[src/rtl/core/expf_pkg.sv]
// ----------------------------------------------------------------------------
// expf_pkg
// Shared constants, types and the normalize/round helper for the
// binary32 multiply and add units of the exp pipeline.
// ----------------------------------------------------------------------------
package expf_pkg;

   localparam int FP_W = 32;
   localparam int SIG_W = 48;

   // binary32 constants
   localparam logic [FP_W-1:0] MAGIC_BIAS    = 32'h4B40_007F;
   localparam logic [FP_W-1:0] NEG_MAGIC     = 32'hCB40_007F;
   localparam logic [FP_W-1:0] DENORM_CUTOFF = 32'hC2AE_AC4F;
   localparam logic [FP_W-1:0] LOG2E         = 32'h3FB8_AA3B;
   localparam logic [FP_W-1:0] MINUS_LN2_HI  = 32'hBF31_7200;
   localparam logic [FP_W-1:0] MINUS_LN2_LO  = 32'hB5BF_BE8E;
   localparam logic [FP_W-1:0] C1            = 32'h3F7F_FFFB;
   localparam logic [FP_W-1:0] C2            = 32'h3EFF_FEE3;
   localparam logic [FP_W-1:0] C3            = 32'h3E2A_AD40;
   localparam logic [FP_W-1:0] C4            = 32'h3D2B_9D0D;
   localparam logic [FP_W-1:0] C5            = 32'h3C07_CFCE;

   localparam logic [FP_W-1:0] DEFAULT_NAN   = 32'hFFC0_0000;
   localparam logic [FP_W-1:0] QUIET_BIT     = 32'h0040_0000;
   localparam logic [30:0]     INF_MAG       = 31'h7F80_0000;

   // Unrounded intermediate: value = p * 2^(e - 173), or special bits.
   typedef struct packed {
      logic                   special;
      logic [FP_W-1:0]        spec_bits;
      logic                   sign;
      logic signed [11:0]     e;
      logic [SIG_W-1:0]       p;
   } norm_type;

   function automatic logic is_nan(input logic [FP_W-1:0] v);
      return (v[30:23] == 8'hFF) && (v[22:0] != 23'd0);
   endfunction

   function automatic logic is_inf(input logic [FP_W-1:0] v);
      return (v[30:0] == INF_MAG);
   endfunction

   function automatic logic [FP_W-1:0] norm_round(input norm_type v);
      logic [5:0]         lz;
      logic signed [11:0] lzs;
      logic signed [11:0] be;
      logic [11:0]        rs;
      logic [SIG_W-1:0]   q;
      logic               stk;
      logic               up;
      logic [30:0]        mag;
      logic [FP_W-1:0]    res;
      lz = 6'd48;
      for (int i = 0; i < SIG_W; i++) begin
         if (v.p[i]) lz = 6'(SIG_W - 1 - i);
      end
      lzs = $signed({6'd0, lz});
      stk = 1'b0;
      rs  = '0;
      if (lzs <= v.e) begin
         q = v.p << lz;
      end else if (v.e >= 12'sd0) begin
         // subnormal result, left shift limited by exponent
         q = v.p << v.e[5:0];
      end else begin
         rs = 12'(-v.e);
         if (rs >= 12'd48) begin
            q   = '0;
            stk = |v.p;
         end else begin
            q   = v.p >> rs[5:0];
            stk = |(v.p & ((48'd1 << rs[5:0]) - 48'd1));
         end
      end
      be  = q[47] ? (v.e + 12'sd1 - lzs) : 12'sd0;
      up  = q[23] & (stk | (|q[22:0]) | q[24]);
      mag = {be[7:0], q[46:24]} + 31'(up);
      if (be >= 12'sd255) res = {v.sign, 8'hFF, 23'd0};
      else                res = {v.sign, mag};
      return res;
   endfunction

endpackage

[src/rtl/core/expf_fmul.sv]
// ----------------------------------------------------------------------------
// expf_fmul
// Two-stage binary32 multiplier, round to nearest even, subnormals kept.
// ----------------------------------------------------------------------------
module expf_fmul
   import expf_pkg::*;
(
   input  logic            clock,
   input  logic            enable,
   input  logic [FP_W-1:0] a_bits,
   input  logic [FP_W-1:0] b_bits,
   output logic [FP_W-1:0] r_bits
);

   norm_type        mid_in, mid_ff;
   logic [FP_W-1:0] r_in, r_ff;
   logic [7:0]      ea, eb;
   logic [23:0]     ma, mb;
   logic            a_zero, b_zero;

   always_comb begin
      ea     = (a_bits[30:23] == 8'd0) ? 8'd1 : a_bits[30:23];
      eb     = (b_bits[30:23] == 8'd0) ? 8'd1 : b_bits[30:23];
      ma     = {a_bits[30:23] != 8'd0, a_bits[22:0]};
      mb     = {b_bits[30:23] != 8'd0, b_bits[22:0]};
      a_zero = (a_bits[30:0] == 31'd0);
      b_zero = (b_bits[30:0] == 31'd0);

      mid_in.sign = a_bits[31] ^ b_bits[31];
      mid_in.e    = $signed({4'd0, ea}) + $signed({4'd0, eb}) - 12'sd127;
      mid_in.p    = SIG_W'(ma) * SIG_W'(mb);
      mid_in.special   = 1'b1;
      mid_in.spec_bits = '0;
      if (is_nan(a_bits))
         mid_in.spec_bits = a_bits | QUIET_BIT;
      else if (is_nan(b_bits))
         mid_in.spec_bits = b_bits | QUIET_BIT;
      else if ((is_inf(a_bits) && b_zero) || (a_zero && is_inf(b_bits)))
         mid_in.spec_bits = DEFAULT_NAN;
      else if (is_inf(a_bits) || is_inf(b_bits))
         mid_in.spec_bits = {mid_in.sign, INF_MAG};
      else
         mid_in.special = 1'b0;
   end

   always_comb begin
      r_in = mid_ff.special ? mid_ff.spec_bits : norm_round(mid_ff);
   end

   always_ff @(posedge clock) begin
      if (enable) begin
         mid_ff <= mid_in;
         r_ff   <= r_in;
      end
   end

   assign r_bits = r_ff;

endmodule

[config.mk]
export PLATFORM = sky130hd
export DESIGN_NAME = expf_fmul
export DESIGN_NICKNAME = d
export VERILOG_FILES = /design/src/rtl/core/expf_pkg.sv /design/src/rtl/core/expf_fmul.sv
export SDC_FILE = /design/constraint.sdc
export NUM_CORES = 2
export LEC_CHECK = 0
export BUFFER_PORTS_ARGS = -buffer_cell sky130_fd_sc_hd__buf_2
export CAP_MARGIN = 20
export CORE_UTILIZATION = 25
export CTS_BUF_LIST = sky130_fd_sc_hd__clkbuf_8 sky130_fd_sc_hd__clkbuf_16
export CTS_CLUSTER_DIAMETER = 40
export DETAILED_ROUTE_END_ITERATION = 12
export PLACE_DENSITY = 0.44
export SLEW_MARGIN = 20
export SYNTH_ARGS = -nofsm -noshare
export SYNTH_HDL_FRONTEND = slang
export SYNTH_SLANG_ARGS = --single-unit
[constraint.sdc]
create_clock -name clock -period 11.7 [get_ports clock]
set_input_delay 1.17 -clock clock [delete_from_list [all_inputs] [get_ports clock]]
set_output_delay 1.17 -clock clock [all_outputs]
set_load 0.02 [all_outputs]
# Word-level counts from Yosys, hierarchy flattened
# Index checks and enable logic that the tools add are counted.
# op_classes
order_cmp,4
n_reduce_logical,18
eq_ne,4
muxes,64
n_mul,1
shift,4
n_addsub,7
n_bitwise,5
# op_table
operator,count
$mux W6,47
$mux W32,5
$mux W48,3
$reduce_or A48 Y1,2
$shl A48 B6 Y48,2
$eq A31 B31 Y1 const B,2
$logic_not A31 Y1,2
$and A48 B48 Y48,1
$mul A24 B24 Y48,1
$shl A1 B6 Y48 const A,1
$shr A48 B6 Y48,1
$sub A48 B1 Y48 const B,1
$reduce_bool A23 Y1,2
$add A31 B1 Y31,1
$mux W31,1
$reduce_or A23 Y1,1
$eq A8 B8 Y1 const B,2
$logic_not A8 Y1,2
$mux W8,2
$reduce_bool A8 Y1,2
$add A12 B2 Y12 const B,1
$ge A12 B1 Y1 const B,1
$ge A12 B6 Y1 const B,1
$ge A12 B9 Y1 const B,1
other kinds (14),22
# totals
register_bits,126
elab_cells,114
output_inout_bits,32

# Depth between registers and ports, before layout
# depth
word_depth,57
depth_mapped,32

# Least setup slack after synthesis
# OpenSTA, ideal clock, no wires.
# synth_path
kind,input -> register
from,input port a_bits[18]
to,register mid_ff[46] (netlist bit) (data pin)
setup_ns,0.258
arrival_time_ns,8.280
stages,29
path_buffers,2
required_ns,11.442
path_slack_ns,3.162
cell_sequence,clkbuf_1 clkbuf_1 and2_1 fa_1 inv_1 fa_1 fa_1 inv_1 fa_1 fa_1 inv_1 fa_1 fa_1 inv_1 ha_1 a21o_1 a21o_1 a21o_1 a31o_2 o221ai_1 nand2b_1 a21bo_2 o41ai_1 a21oi_1 a211o_1 a21o_1 a21o_1 a21oi_1 xnor2_1
# synth_rtl
item,line_no,source
from (decl),expf_fmul.sv:10,"input logic [FP_W-1:0] a_bits,"
to (signal assigned),expf_fmul.sv:52,mid_ff <= mid_in;
to (decl),expf_fmul.sv:15,"norm_type mid_in, mid_ff;"

==> reports/qor.txt <==
Initial antenna violation count: 4
Post-DR wirelength/cell: 25.7 um
Largest area contributor in the netlist: fa_1
CP dominant cell by count: fa_1
Number of buffers added for setup after CTS: 0
Worst-skew pair later-pin latency: 450 ps
Fin nets: 5103
Final Skew: 31.9 ps
Relative slew slack: 22.6%
CTS Buf Count: 17
# rows: 142
Min-delay src: mid_ff[92]
Hold Path Cell Cnt: 1
Most common cell in the netlist: nand2_1
Total grt overflow: 0
Synth top cells by count: nand2_1, inv_1, fa_1
Syn. warnings: 0
Worst-path fanout max: 26
RR Startpoint: mid_ff[35]
Layout cells sized above 1: 10.8%
Worst Path Buf+Inv: 5
Clock period minus worst slack: 8970 ps
Synthesized area per cell: 8.41 um2
Fin. max-slew vios: 0
Yosys top cell area share: 25.7%
Status: complete, no violations
Sinks on Clock Net: 124
Cells on worst reg2reg path: 19
RSZ-0062 raised after global routing: false
Setup crit end kind: register
Main synth FF type: edfxtp_1
Ranking of synthesized cells by area: fa_1, edfxtp_1, ha_1
DRC viols: 0
Number of port buffers: 97
Vias: 34600
Least-Margin Pin Slew: 1160 ps
Final WL: 164000 um
Max Cap Viol: 0
Cells after Synth: 4478
CP top delay family: adder cells
Root Driver: clkbuf_16
DP HPWL: 117000 um
Clock-pin slew on the worst setup and hold paths: 70 ps
Largest net degree at the start of global routing: 70
First-pass GRT wire length: 239000 um
Final period util: 76.7%
CTS tree: yes
Hold endpoint: r_bits[31]
Seq/Total Area, Yosys: 9.89%
DR vias/cell: 5.44
# IOs: 98
R2R setup slack: 3180 ps
DRT iter0 DRCs: 3481
H-tree levels: 4
Unique masters post-synth: 113
Worst Path Required: 11890 ps
Worst hold path class: reg2reg
Yosys reg bits: 124
Max incr delay on CP: 560 ps
Final setup fails: 0
Die Width: 390 um
GR Util All Layers: 21.1%
Core ar.: 0.150 mm2
WS Path Type: in2reg
Drt pass-1 iters: 5
Asr flop ratio synth: 0%
Area delta synth->final: 7.77%
Clock tree buffer depth: 2
Setup_tns: 0 ps
Die area: 0.152 mm2
CP Launch Type: input port
Post-synth EDFFs: 124
Number of global-route vias before repair: 34200
Post-synthesis cell area: 0.0377 mm2
Die Height: 390 um
CP max stage cell: buf_2
Initial Util: 25.2%
Hold Vio Cnt, Final: 0
Hold_buf cts: 0
Placer Congestion: 0.991
Arrival @ worst endpoint: 9160 ps
Routed Antenna Nets: 0
Post-CTS sizing: 0
Fmax: 112 MHz
Worst R2R End: r_bits[18]
Syn_nets: 5249
Critical Path Stages: 28
## sequential cells by signal (all words and copies together), names as in the netlist
signal and cells:
mid_ff 92, r_bits 32
## worst max-delay path by stage
stage / start / endpoint / slack [ps]
6_report: a_bits[17] / mid_ff[46] / 2730
5_1_grt: a_bits[18] / mid_ff[46] / 2360
4_1_cts: a_bits[17] / mid_ff[46] / 2670
3_5_place_dp: a_bits[17] / mid_ff[46] / 2200
3_3_place_gp: a_bits[14] / mid_ff[46] / 2320
2_1_floorplan: a_bits[18] / mid_ff[46] / 3160
## logic make-up (layout without fill, tap and decap cells)
logic type,count (synthesis),after routing,share of synthesized area (%)
fa+ha+maj,705,705,33.1
buf+inv,917,784,9.59
simple gates,1529,1529,19.8
mux,239,239,9.54
compound gates,868,868,15.9
other cells,0,4,0
flops,124,124,9.89
xor+xnor,96,96,2.23
## layout by cell type (no fill, tap or decap), drive strengths merged, types with 41 or more instances in the layout
cell    Yosys  layout
nor4       56      56
o21ai     174     174
mux4       92      92
xnor2      66      66
nor2      230     230
nand2     610     610
nand3     116     116
nor3       69      69
inv       546     554
fa        484     484
o211ai     73      73
buf        94     203
ha        221     221
edfxtp    124     124
and2      258     258
mux2       41      41
mux2i     106     106
a21oi     202     202
## worst reg2reg max path, stage by stage, from the launching register on
cell       delay [ps]
edfxtp_1          670
or4_1             810
nor3_4            750
o21a_4            580
nor2_2             50
buf_4             260
ha_1              240
a2111oi_0         410
o2bb2ai_1         300
nor4_1            160
a221oi_4          690
nand3_1           470
or4_1             510
o21ai_0           190
a41o_1            230
or4b_1            510
or2_1             400
or4b_1            580
xor2_1            190
a22o_1            270
## per-layer routing
metal	part of all wire [%]	track usage [%]	up-vias
li1	-	-	15000
met1	45	30.3	17700
met2	43	31.9	1651
met3	7.5	2.92	287
met4	4.0	7.61	0
met5	0	0	-
## final cells by class
cell class	instances	area (um2)
inverters	549	2060
clock inverters	15	151
diodes	4	10.0
clock buffers	17	425
multi-input cells	3437	30400
flip-flops and latches	124	3720
well taps	2016	2520
repair buffers	203	1280
fillers	16400	109000
## per-stage QoR
step	setup slack (ps)	utilization, %	instance area, um2	hold slack, ps	std cells
global placement	2320	26.7	40000	532	6329
floorplan	3160	-	37700	498	4478
detailed placement	2200	26.7	40000	537	6329
CTS	2670	27.1	40600	548	6361
finish	2730	27.1	40600	543	6365
global route	2360	27.1	40600	568	6361
Power is left out: the tool's default activity adds up to more than one toggle a clock period on the data nets, which glitch-free logic cannot reach.
