File: config.mk
export PLATFORM = sky130hd
export DESIGN_NAME = expf_fadd
export DESIGN_NICKNAME = d
export VERILOG_FILES = /design/src/rtl/core/expf_pkg.sv /design/src/rtl/core/expf_fadd.sv
export SDC_FILE = /design/constraint.sdc
export NUM_CORES = 1
export LEC_CHECK = 0
export ABC_AREA = 0
export BUFFER_PORTS_ARGS = -buffer_cell sky130_fd_sc_hd__buf_2
export CAP_MARGIN = 0
export CORE_UTILIZATION = 50
export DETAILED_ROUTE_END_ITERATION = 10
export GPL_TIMING_DRIVEN = 1
export HOLD_SLACK_MARGIN = 0.05
export PLACE_DENSITY = 0.68
export RECOVER_POWER = 50
export SLEW_MARGIN = 20
export SYNTH_ARGS = -nofsm -noshare
export SYNTH_HDL_FRONTEND = slang
export SYNTH_SLANG_ARGS = --single-unit
export TNS_END_PERCENT = 5
File: constraint.sdc
create_clock -name clock -period 12.65 [get_ports clock]
set_input_delay 1.265 -clock clock [delete_from_list [all_inputs] [get_ports clock]]
set_output_delay 1.265 -clock clock [all_outputs]
set_load 0.02 [all_outputs]
File: src/rtl/core/expf_pkg.sv
// ----------------------------------------------------------------------------
// expf_pkg
// Shared constants, types and the normalize/round helper for the
// binary32 multiply and add units of the exp pipeline.
// ----------------------------------------------------------------------------
package expf_pkg;

   localparam int FP_W = 32;
   localparam int SIG_W = 48;

   // binary32 constants
   localparam logic [FP_W-1:0] MAGIC_BIAS    = 32'h4B40_007F;
   localparam logic [FP_W-1:0] NEG_MAGIC     = 32'hCB40_007F;
   localparam logic [FP_W-1:0] DENORM_CUTOFF = 32'hC2AE_AC4F;
   localparam logic [FP_W-1:0] LOG2E         = 32'h3FB8_AA3B;
   localparam logic [FP_W-1:0] MINUS_LN2_HI  = 32'hBF31_7200;
   localparam logic [FP_W-1:0] MINUS_LN2_LO  = 32'hB5BF_BE8E;
   localparam logic [FP_W-1:0] C1            = 32'h3F7F_FFFB;
   localparam logic [FP_W-1:0] C2            = 32'h3EFF_FEE3;
   localparam logic [FP_W-1:0] C3            = 32'h3E2A_AD40;
   localparam logic [FP_W-1:0] C4            = 32'h3D2B_9D0D;
   localparam logic [FP_W-1:0] C5            = 32'h3C07_CFCE;

   localparam logic [FP_W-1:0] DEFAULT_NAN   = 32'hFFC0_0000;
   localparam logic [FP_W-1:0] QUIET_BIT     = 32'h0040_0000;
   localparam logic [30:0]     INF_MAG       = 31'h7F80_0000;

   // Unrounded intermediate: value = p * 2^(e - 173), or special bits.
   typedef struct packed {
      logic                   special;
      logic [FP_W-1:0]        spec_bits;
      logic                   sign;
      logic signed [11:0]     e;
      logic [SIG_W-1:0]       p;
   } norm_type;

   function automatic logic is_nan(input logic [FP_W-1:0] v);
      return (v[30:23] == 8'hFF) && (v[22:0] != 23'd0);
   endfunction

   function automatic logic is_inf(input logic [FP_W-1:0] v);
      return (v[30:0] == INF_MAG);
   endfunction

   function automatic logic [FP_W-1:0] norm_round(input norm_type v);
      logic [5:0]         lz;
      logic signed [11:0] lzs;
      logic signed [11:0] be;
      logic [11:0]        rs;
      logic [SIG_W-1:0]   q;
      logic               stk;
      logic               up;
      logic [30:0]        mag;
      logic [FP_W-1:0]    res;
      lz = 6'd48;
      for (int i = 0; i < SIG_W; i++) begin
         if (v.p[i]) lz = 6'(SIG_W - 1 - i);
      end
      lzs = $signed({6'd0, lz});
      stk = 1'b0;
      rs  = '0;
      if (lzs <= v.e) begin
         q = v.p << lz;
      end else if (v.e >= 12'sd0) begin
         // subnormal result, left shift limited by exponent
         q = v.p << v.e[5:0];
      end else begin
         rs = 12'(-v.e);
         if (rs >= 12'd48) begin
            q   = '0;
            stk = |v.p;
         end else begin
            q   = v.p >> rs[5:0];
            stk = |(v.p & ((48'd1 << rs[5:0]) - 48'd1));
         end
      end
      be  = q[47] ? (v.e + 12'sd1 - lzs) : 12'sd0;
      up  = q[23] & (stk | (|q[22:0]) | q[24]);
      mag = {be[7:0], q[46:24]} + 31'(up);
      if (be >= 12'sd255) res = {v.sign, 8'hFF, 23'd0};
      else                res = {v.sign, mag};
      return res;
   endfunction

endpackage

File: src/rtl/core/expf_fadd.sv
// ----------------------------------------------------------------------------
// expf_fadd
// Two-stage binary32 adder: align and add, then normalize and round.
// ----------------------------------------------------------------------------
module expf_fadd
   import expf_pkg::*;
(
   input  logic            clock,
   input  logic            enable,
   input  logic [FP_W-1:0] a_bits,
   input  logic [FP_W-1:0] b_bits,
   output logic [FP_W-1:0] r_bits
);

   norm_type        mid_in, mid_ff;
   logic [FP_W-1:0] r_in, r_ff;
   logic [FP_W-1:0] big, sml;
   logic [7:0]      e_big, e_sml, d;
   logic [26:0]     m_big, m_sml, al;
   logic            stk;
   logic [27:0]     sum;

   always_comb begin
      if (a_bits[30:0] >= b_bits[30:0]) begin
         big = a_bits;
         sml = b_bits;
      end else begin
         big = b_bits;
         sml = a_bits;
      end
      e_big = (big[30:23] == 8'd0) ? 8'd1 : big[30:23];
      e_sml = (sml[30:23] == 8'd0) ? 8'd1 : sml[30:23];
      m_big = {big[30:23] != 8'd0, big[22:0], 3'b000};
      m_sml = {sml[30:23] != 8'd0, sml[22:0], 3'b000};
      d     = e_big - e_sml;
      if (d >= 8'd27) begin
         al  = '0;
         stk = |m_sml;
      end else begin
         al  = m_sml >> d[4:0];
         stk = |(m_sml & ((27'd1 << d[4:0]) - 27'd1));
      end
      al[0] = al[0] | stk;
      if (big[31] != sml[31]) sum = {1'b0, m_big} - {1'b0, al};
      else                    sum = {1'b0, m_big} + {1'b0, al};

      // exact zero: -0 only when both operands are -0
      mid_in.sign = (sum == 28'd0) ? (a_bits[31] & b_bits[31]) : big[31];
      mid_in.e    = $signed({4'd0, e_big});
      mid_in.p    = {sum, 20'd0};
      mid_in.special   = 1'b1;
      mid_in.spec_bits = '0;
      if (is_nan(a_bits))
         mid_in.spec_bits = a_bits | QUIET_BIT;
      else if (is_nan(b_bits))
         mid_in.spec_bits = b_bits | QUIET_BIT;
      else if (is_inf(a_bits) && is_inf(b_bits) && (a_bits[31] != b_bits[31]))
         mid_in.spec_bits = DEFAULT_NAN;
      else if (is_inf(a_bits))
         mid_in.spec_bits = a_bits;
      else if (is_inf(b_bits))
         mid_in.spec_bits = b_bits;
      else
         mid_in.special = 1'b0;
   end

   always_comb begin
      r_in = mid_ff.special ? mid_ff.spec_bits : norm_round(mid_ff);
   end

   always_ff @(posedge clock) begin
      if (enable) begin
         mid_ff <= mid_in;
         r_ff   <= r_in;
      end
   end

   assign r_bits = r_ff;

endmodule

# Word level (Yosys, flattened, before mapping)
# Index checks and enable logic that the tools add are counted.
op_classes:
  magnitude_cmp: 6
  n_eq_ne: 6
  addsub: 9
  reduce_logical: 18
  n_shift: 6
  bitwise: 7
  n_mux: 51
op_table:
  columns: ["operator", "count"]
  rows:
  - ["32-bit two-way mux", 8]
  - ["6-bit two-way mux", 28]
  - ["48-bit two-way mux", 3]
  - ["48-bit by 6-bit left shift with 48-bit output", 2]
  - ["31-bit == test, second input constant", 2]
  - ["48-bit AND", 1]
  - ["48-bit OR reduction", 1]
  - ["1-bit by 6-bit left shift with 48-bit output, first input constant", 1]
  - ["48-bit by 6-bit right shift with 48-bit output", 1]
  - ["48-bit by 1-bit subtractor with 48-bit output, second input constant", 1]
  - ["23-bit nonzero test", 2]
  - ["31-bit by 1-bit adder with 31-bit output", 1]
  - ["31-bit greater-or-equal comparator", 1]
  - ["31-bit two-way mux", 1]
  - ["27-bit by 27-bit adder with 28-bit output", 1]
  - ["28-bit logical NOT", 1]
  - ["28-bit two-way mux", 1]
  - ["28-bit OR reduction", 1]
  - ["27-bit by 27-bit subtractor with 28-bit output", 1]
  - ["27-bit AND", 1]
  - ["27-bit two-way mux", 1]
  - ["27-bit OR reduction", 1]
  - ["1-bit by 5-bit left shift with 27-bit output, first input constant", 1]
  - ["27-bit by 5-bit right shift with 27-bit output", 1]
  - ["24 further kinds", 40]
totals:
  word_cells: 110
  in_bits: 66
  output_inout_bits: 32
  register_bits: 102

# Logic depth before layout (Yosys ltp)
# Gate-level depths: netlist (run 1).
logic_depth:
  depth_word: 37
  depth_mapped: 49
  mapped_depth_nobuf: 41

# Worst setup path after synthesis (run 1)
# OpenSTA, ideal clock, no wires.
synth_timing:
  kind: "input to register"
  start: "input port b_bits[4]"
  end: "register mid_ff[60] in the netlist's numbering (data pin)"
  path_stages: 44
  path_buffers: 7
  path_slack_ns: 1.526
  arrival_ns: 10.861
  required_time_ns: 12.388
  path_cell_list: "inv_1 ha_1 a2111o_1 o221a_2 o31ai_4 nand2_2 buf_2 buf_1 clkbuf_1 o21ai_0 nor4_1 and2_1 nor2_1 ha_1 inv_1 fa_1 xor2_1 buf_6 (+8 left out) ha_1 fa_1 nand2b_1 a21o_1 a21oi_1 o211ai_1 a2111oi_0 o31a_1 o221ai_1 o31ai_1 o41ai_1 o311a_1 a311oi_1 xor2_1 o31ai_1 a2111oi_0 nand4b_1 mux2_1"
synth_lines:
  columns: ["element", "line", "text"]
  rows:
  - ["start, declared", "expf_fadd.sv:11", "input logic [FP_W-1:0] b_bits,"]
  - ["end signal, assigned", "expf_fadd.sv:73", "mid_ff <= mid_in;"]
  - ["end, declared", "expf_fadd.sv:15", "norm_type mid_in, mid_ff;"]

==> flow_summary.toml, run 1 <==
[sta]
clock_skew_ps = 10.58
fmax_mhz = 83.22
slew_headroom = -1.321
finalSetupViolations = 0
finalSetupTns_ps = 0
drv_slew = 147
rsz0062_at_grt = "no"
post-route-min-period_ps = 12020
worstMarginPinSlew_ps = 3481
hold_viol_final = 0
finalCritPeriodShare = 0.9499

[drt]
wl_met3_mm = 5.889
postRouteAntennaNets = 0
wl_per_cell_um = 25.36
drtIter0Drc = 2015
top_layer = "met5"
drc = 0
m1WireLength_mm = 23.30
drt-pass1-iter-count = 9
num_vias = 16220
dr_wl_met2_mm = 26.31
finalWirelength_mm = 58.84
vias_per_cell = 6.989

[synthesis]
synth.avg_cell_area_um2 = 7.862
synth_area_leaders = "edfxtp_1, ha_1, mux4_2"
yosys.area.top_type_share = 0.2039
ys.flop_type = "edfxtp_1"
syn-num-nets = 2089
yosysMostFrequentCell = "nand2_1"
synth_largest_area_cell = "edfxtp_1"
synth.distinct_cells = 99
synthArstFlopShare = 0
synth_edf_count = 102
synth_common_cells = "nand2_1, nor2_1, o21ai_0"
ys_ff_latch = 102
syn_inst = 1911
ys_seq_area_frac = 0.2039
ys_warn_count = 0
synthesis.area_um2 = 15020

[clocking]
clock_path_buffers = 2
htreeDepth = 3
path_clk_slew_ps = 70
cts.sinks = 102
clock-root-buffer = "clkbuf_16"
cts_tree = "yes"
numCtsBuffers = 9
clock_latency_ps = 350
post_cts_buffers = 0

[outcome]
violations = "max-capacitance violations, max-slew violations"
outcome = "complete, but fails checks"

[setup_path]
crit_family = "compound AO/OA/AOI/OAI gates"
slowest_delay_ps = 710
worst_ep_arrival_time_ps = 12120
start_kind = "input pin"
crit_fanout = 17
cp_slowest_cell = "a2111oi_0"
crit_path_end_kind = "register"
critPathBufInv = 3
critPathKind = "in2reg"
crit_top_cell = "a21oi_1"
worstPathRequired_ps = 12750

[place]
io_buffers = 97
placed_area_um2 = 15730
gp_congestion = 1.051
hpwlAfterDp_mm = 44.70

[finish]
area_growth_syn_to_layout_pct = 6.487
finalInstanceArea_um2 = 16000
final_util = 0.5398
fin_nets = 2102
drive_gt1_frac = 0.1058

[floorplanning]
num_io_pins = 98
start_util = 0.5069
core_area_um2 = 29640
fp.dieArea_um2 = 30750
die_h_um = 175.3
die_x_um = 175.3
row_count = 63

[power]
power_uw = 2764
ir_drop_v = 0.00008673
powerDensity_nw_per_um2 = 172.7
leakage_uw = 0.006482

[global_routing]
grt_max_degree = 69
grt_pass1_vias = 14630
track_usage = 0.3750
antenna_found_initial = 3
overflow = 0
grt_pass1_wl_mm = 88.61

[hold_path]
hold_class = "reg2reg"

[flow_run]
maxCapViolations = 3
## flip-flops by register name, summed over array words and instances, names as in the netlist
| signal | count |
|---|---|
| r_bits | 32 |
| mid_ff | 70 |
## cells by family after synthesis
family / count (synthesis) / share of synthesized area
AND/OR/NAND/NOR: 706 / 0.2316
flip-flops: 102 / 0.2039
AO/OA/AOI/OAI: 594 / 0.2677
multiplexers: 109 / 0.1092
buffers and inverters: 240 / 0.06446
adder cells (fa/ha/maj): 112 / 0.09527
XOR/XNOR: 48 / 0.02798
## area by class of cell
type / count / area, um^2
clock inverters: 7 / 90.09
diodes: 1 / 2.502
repair buffers: 126 / 653.1
flip-flops and latches: 102 / 3063
inverters: 116 / 435.4
well taps: 390 / 488.0
multi-input cells: 1569 / 11040
fillers: 2927 / 13640
clock buffers: 9 / 225.2
## final timing paths
kind | start | to | slack (ps) | cells past startpoint
worst max register to register | mid_ff[22]$_DFFE_PP_ | r_bits[28]$_DFFE_PP_ | 4290 | 28
worst max-delay path | b_bits[30] | mid_ff[60]$_DFFE_PP_ | 630 | 38
worst min-delay path | mid_ff[68]$_DFFE_PP_ | r_bits[7]$_DFFE_PP_ | 540 | 1
worst min register to register | mid_ff[68]$_DFFE_PP_ | r_bits[7]$_DFFE_PP_ | 540 | 1
## power by group
group | switching (uW) | internal, uW | total [uW]
combinational | 1260 | 679 | 1940
clock | 128 | 158 | 286
sequential | 78.3 | 456 | 534
## per-stage QoR
stage / hold WS, ps / setup slack (ps) / instances
after floorplan: 492.7 / 1526 / 1911
after global placement: 524.7 / 935.3 / 2303
after detailed placement: 517.3 / 670.6 / 2303
after CTS: 536.0 / 1017 / 2319
after global routing: 550.9 / 8.733 / 2319
final: 540.1 / 633.5 / 2320
## cells in the final DEF (no fill, tap or decap), drive strengths merged, types with 24 or more instances in the layout
| cell | instances |
|---|---|
| nand2 | 229 |
| nor2 | 155 |
| o21ai | 143 |
| a21oi | 132 |
| inv | 119 |
| ha | 108 |
| edfxtp | 102 |
| buf | 90 |
| mux2i | 57 |
| nand3 | 55 |
| nor4 | 50 |
| nor3 | 48 |
| clkbuf | 45 |
| mux4 | 43 |
| nand4 | 38 |
| a21o | 37 |
| xnor2 | 31 |
| o211ai | 28 |
| a22o | 27 |
| a211oi | 26 |
| a31oi | 24 |
| nand2b | 24 |
| and2 | 24 |
## layer usage
metal,global-route usage,vias up
met4,0.1928,4
met2,0.5956,1097
li1,-,7266
met5,0,-
met3,0.05628,215
met1,0.4945,7633
## repair_timing
| item | 4_1_cts | 5_1_grt |
|---|---|---|
| hold buffers | 0 | 0 |
| endpoints found under the setup margin | 0 | 1 |
| resized for setup | 0 | 1 |
(Power assumes the default switching activity.)
==> run 2, diff against run 1 <==
--- a/config.mk
+++ b/config.mk
@@ -12,7 +12,7 @@
 export DETAILED_ROUTE_END_ITERATION = 10
 export GPL_TIMING_DRIVEN = 1
 export HOLD_SLACK_MARGIN = 0.05
-export PLACE_DENSITY = 0.68
+export PLACE_DENSITY = 0.71
 export RECOVER_POWER = 50
 export SLEW_MARGIN = 20
 export SYNTH_ARGS = -nofsm -noshare
==> run 2 against run 1 <==
  * The flow still finishes with violations (max-capacitance violations, max-slew violations)
  * Clock power about the same
  * Cell count stayed put
  * Fmax down 0.40%
  * Wire length shrank 0.24%
  * Largest cell class unchanged
  * Largest power group unchanged
==> flow_summary.toml, run 2 (synthesized netlist as in run 1, its figures left out) <==
[finish]
fillers = 2907
layout_commonest_cell = "nand2_1"
final_cell_mix = "nand2_1, nor2_1, o21ai_0"
area_growth_syn_to_layout_pct = 6.421
largest_reg_flops = 70
fin_nets = 2102
multi_input_area_um2 = 11040
finalNonFillerCells = 2320
regArea_um2 = 3063
top_register = "mid_ff"
drive_gt1_frac = 0.1047

[setup_path]
cp_slowest_cell = "mux2i_1"
start_kind = "input pin"
critPathBufInv = 3
r2r-start = "mid_ff[22]$_DFFE_PP_"
reg2regPathDepth = 27
crit_top_cell = "a21oi_1"
critPathKind = "in2reg"
crit_cells = 38
crit_fanout = 18
crit_path_end_kind = "register"
endpoint = "mid_ff[60]$_DFFE_PP_"
r2r-end = "r_bits[24]$_DFFE_PP_"
worstPathRequired_ps = 12760
rrSetupSlack_ps = 4240
crit_start = "b_bits[28]"
crit_family = "compound AO/OA/AOI/OAI gates"
worst_ep_arrival_time_ps = 12170
slowest_delay_ps = 680

[drt]
top_layer = "met5"
postRouteAntennaNets = 0
wl_per_cell_um = 25.30
drtIter0Drc = 1997
drc = 0
num_vias = 16100
finalWirelength_mm = 58.70
dr_wl_met2_mm = 26.33
vias_per_cell = 6.938
wl_met3_mm = 5.394
drt-pass1-iter-count = 6
m1WireLength_mm = 23.36

[outcome]
violations = "max-capacitance violations, max-slew violations"
outcome = "complete, but fails checks"

[clocking]
clock_path_buffers = 2
clock_latency_ps = 360
post_cts_buffers = 0
numCtsBuffers = 9
cts_tree = "yes"
cts_hold_buf = 0
clock-root-buffer = "clkbuf_16"
path_clk_slew_ps = 80
cts_resized = 0
htreeDepth = 3
cts.sinks = 102

[sta]
finalCritPeriodShare = 0.9537
worstMarginPinSlew_ps = 3213
drv_slew = 103
clock_skew_ps = 10.15
fmax_mhz = 82.89
rsz0062_at_grt = "no"
hold_ws_ps = 558.0
hold_viol_final = 0
finalSetupViolations = 0
finalSetupTns_ps = 0
slew_headroom = -1.142
post-route-min-period_ps = 12060

[global_routing]
overflow = 0
track_usage = 0.3747
grt_max_degree = 88
grt_pass1_wl_mm = 88.15
grt_pass1_vias = 14830
antenna_found_initial = 1

[floorplanning]
core_area_um2 = 29640
num_io_pins = 98
die_x_um = 175.3
row_count = 63
die_h_um = 175.3
fp.dieArea_um2 = 30750
start_util = 0.5069

[power]
ir_drop_v = 0.00008152
netSwitchingFraction = 0.5322
p_comb_frac = 0.705
cellInternalPower_uw = 1292
leakage_uw = 0.006478
switching_power_uw = 1470
p_clk_frac = 0.103
p_seq_frac = 0.193
powerDensity_nw_per_um2 = 172.8

[flow_run]
maxCapViolations = 2

[place]
post-place-cells = 2302
gp_congestion = 1.105
io_buffers = 97
hpwlAfterDp_mm = 44.97

[hold_path]
hold_class = "reg2reg"
## run 2: power groups by stage
| stage | Sequential, uW | Combinational, uW | Clock [uW] |
|---|---|---|---|
| 3_5_place_dp | 535 | 1890 | 0 |
| 2_1_floorplan | 518 | 1340 | 0 |
| 3_3_place_gp | 534 | 1890 | 0 |
| 4_1_cts | 528 | 1900 | 288 |
| 6_report | 532 | 1950 | 284 |
| 5_1_grt | 540 | 2080 | 301 |
## run 2: metrics by stage
stage	area (um^2)	power, uW	worst slack [ps]	utilization
after floorplan	15020	1854	1526	-
after global placement	15730	2426	705.4	0.5306
after detailed placement	15730	2421	544.4	0.5309
after CTS	16040	2712	895.6	0.5410
after global routing	15990	2921	2.483	0.5394
final	15990	2763	585.4	0.5395
## run 2: area by class of cell
type                       instances  area share
timing repair buffer             126     0.04140
tap                              390     0.03052
antenna                            1   0.0001565
inverter                         116     0.02723
clock buffer                      10     0.01432
multi-input combinational       1569      0.6903
clock inverter                     6    0.004539
sequential                       102      0.1916
## run 2: worst min-delay path by stage
stage | start | endpoint | slack [ps] | cells past startpoint
2_1_floorplan | mid_ff[66]$_DFFE_PP_ | r_bits[5]$_DFFE_PP_ | 490 | 2
3_3_place_gp | mid_ff[68]$_DFFE_PP_ | r_bits[7]$_DFFE_PP_ | 530 | 1
3_5_place_dp | mid_ff[68]$_DFFE_PP_ | r_bits[7]$_DFFE_PP_ | 530 | 1
4_1_cts | mid_ff[68]$_DFFE_PP_ | r_bits[7]$_DFFE_PP_ | 560 | 1
5_1_grt | mid_ff[68]$_DFFE_PP_ | r_bits[7]$_DFFE_PP_ | 570 | 1
6_report | mid_ff[68]$_DFFE_PP_ | r_bits[7]$_DFFE_PP_ | 560 | 1
## run 2: per-layer routing
layer	global-route usage	up-vias
met5	0	-
met4	0.2087	2
met3	0.05974	183
met2	0.5913	1006
met1	0.4888	7647
li1	-	7257
## run 2: worst reg2reg max path: stages, from the launching register on
cell and delay, ps:
edfxtp_1 520, inv_1 210, a21oi_1 90, o21bai_1 150, a21oi_1 80, o21bai_1 150
a21oi_1 110, o21ai_0 430, nand2_1 240, o21bai_1 380, ha_1 250, inv_1 60
fa_1 360, a21o_1 160, a21o_1 170, a21o_1 170, a21o_1 220, and2_1 330
or2_2 450, a21oi_2 650, nor2_1 300, o221ai_1 560, a22oi_1 270, a221oi_4 450
nand4_2 270, nor4_4 720, a31oi_1 180, nor3_1 290
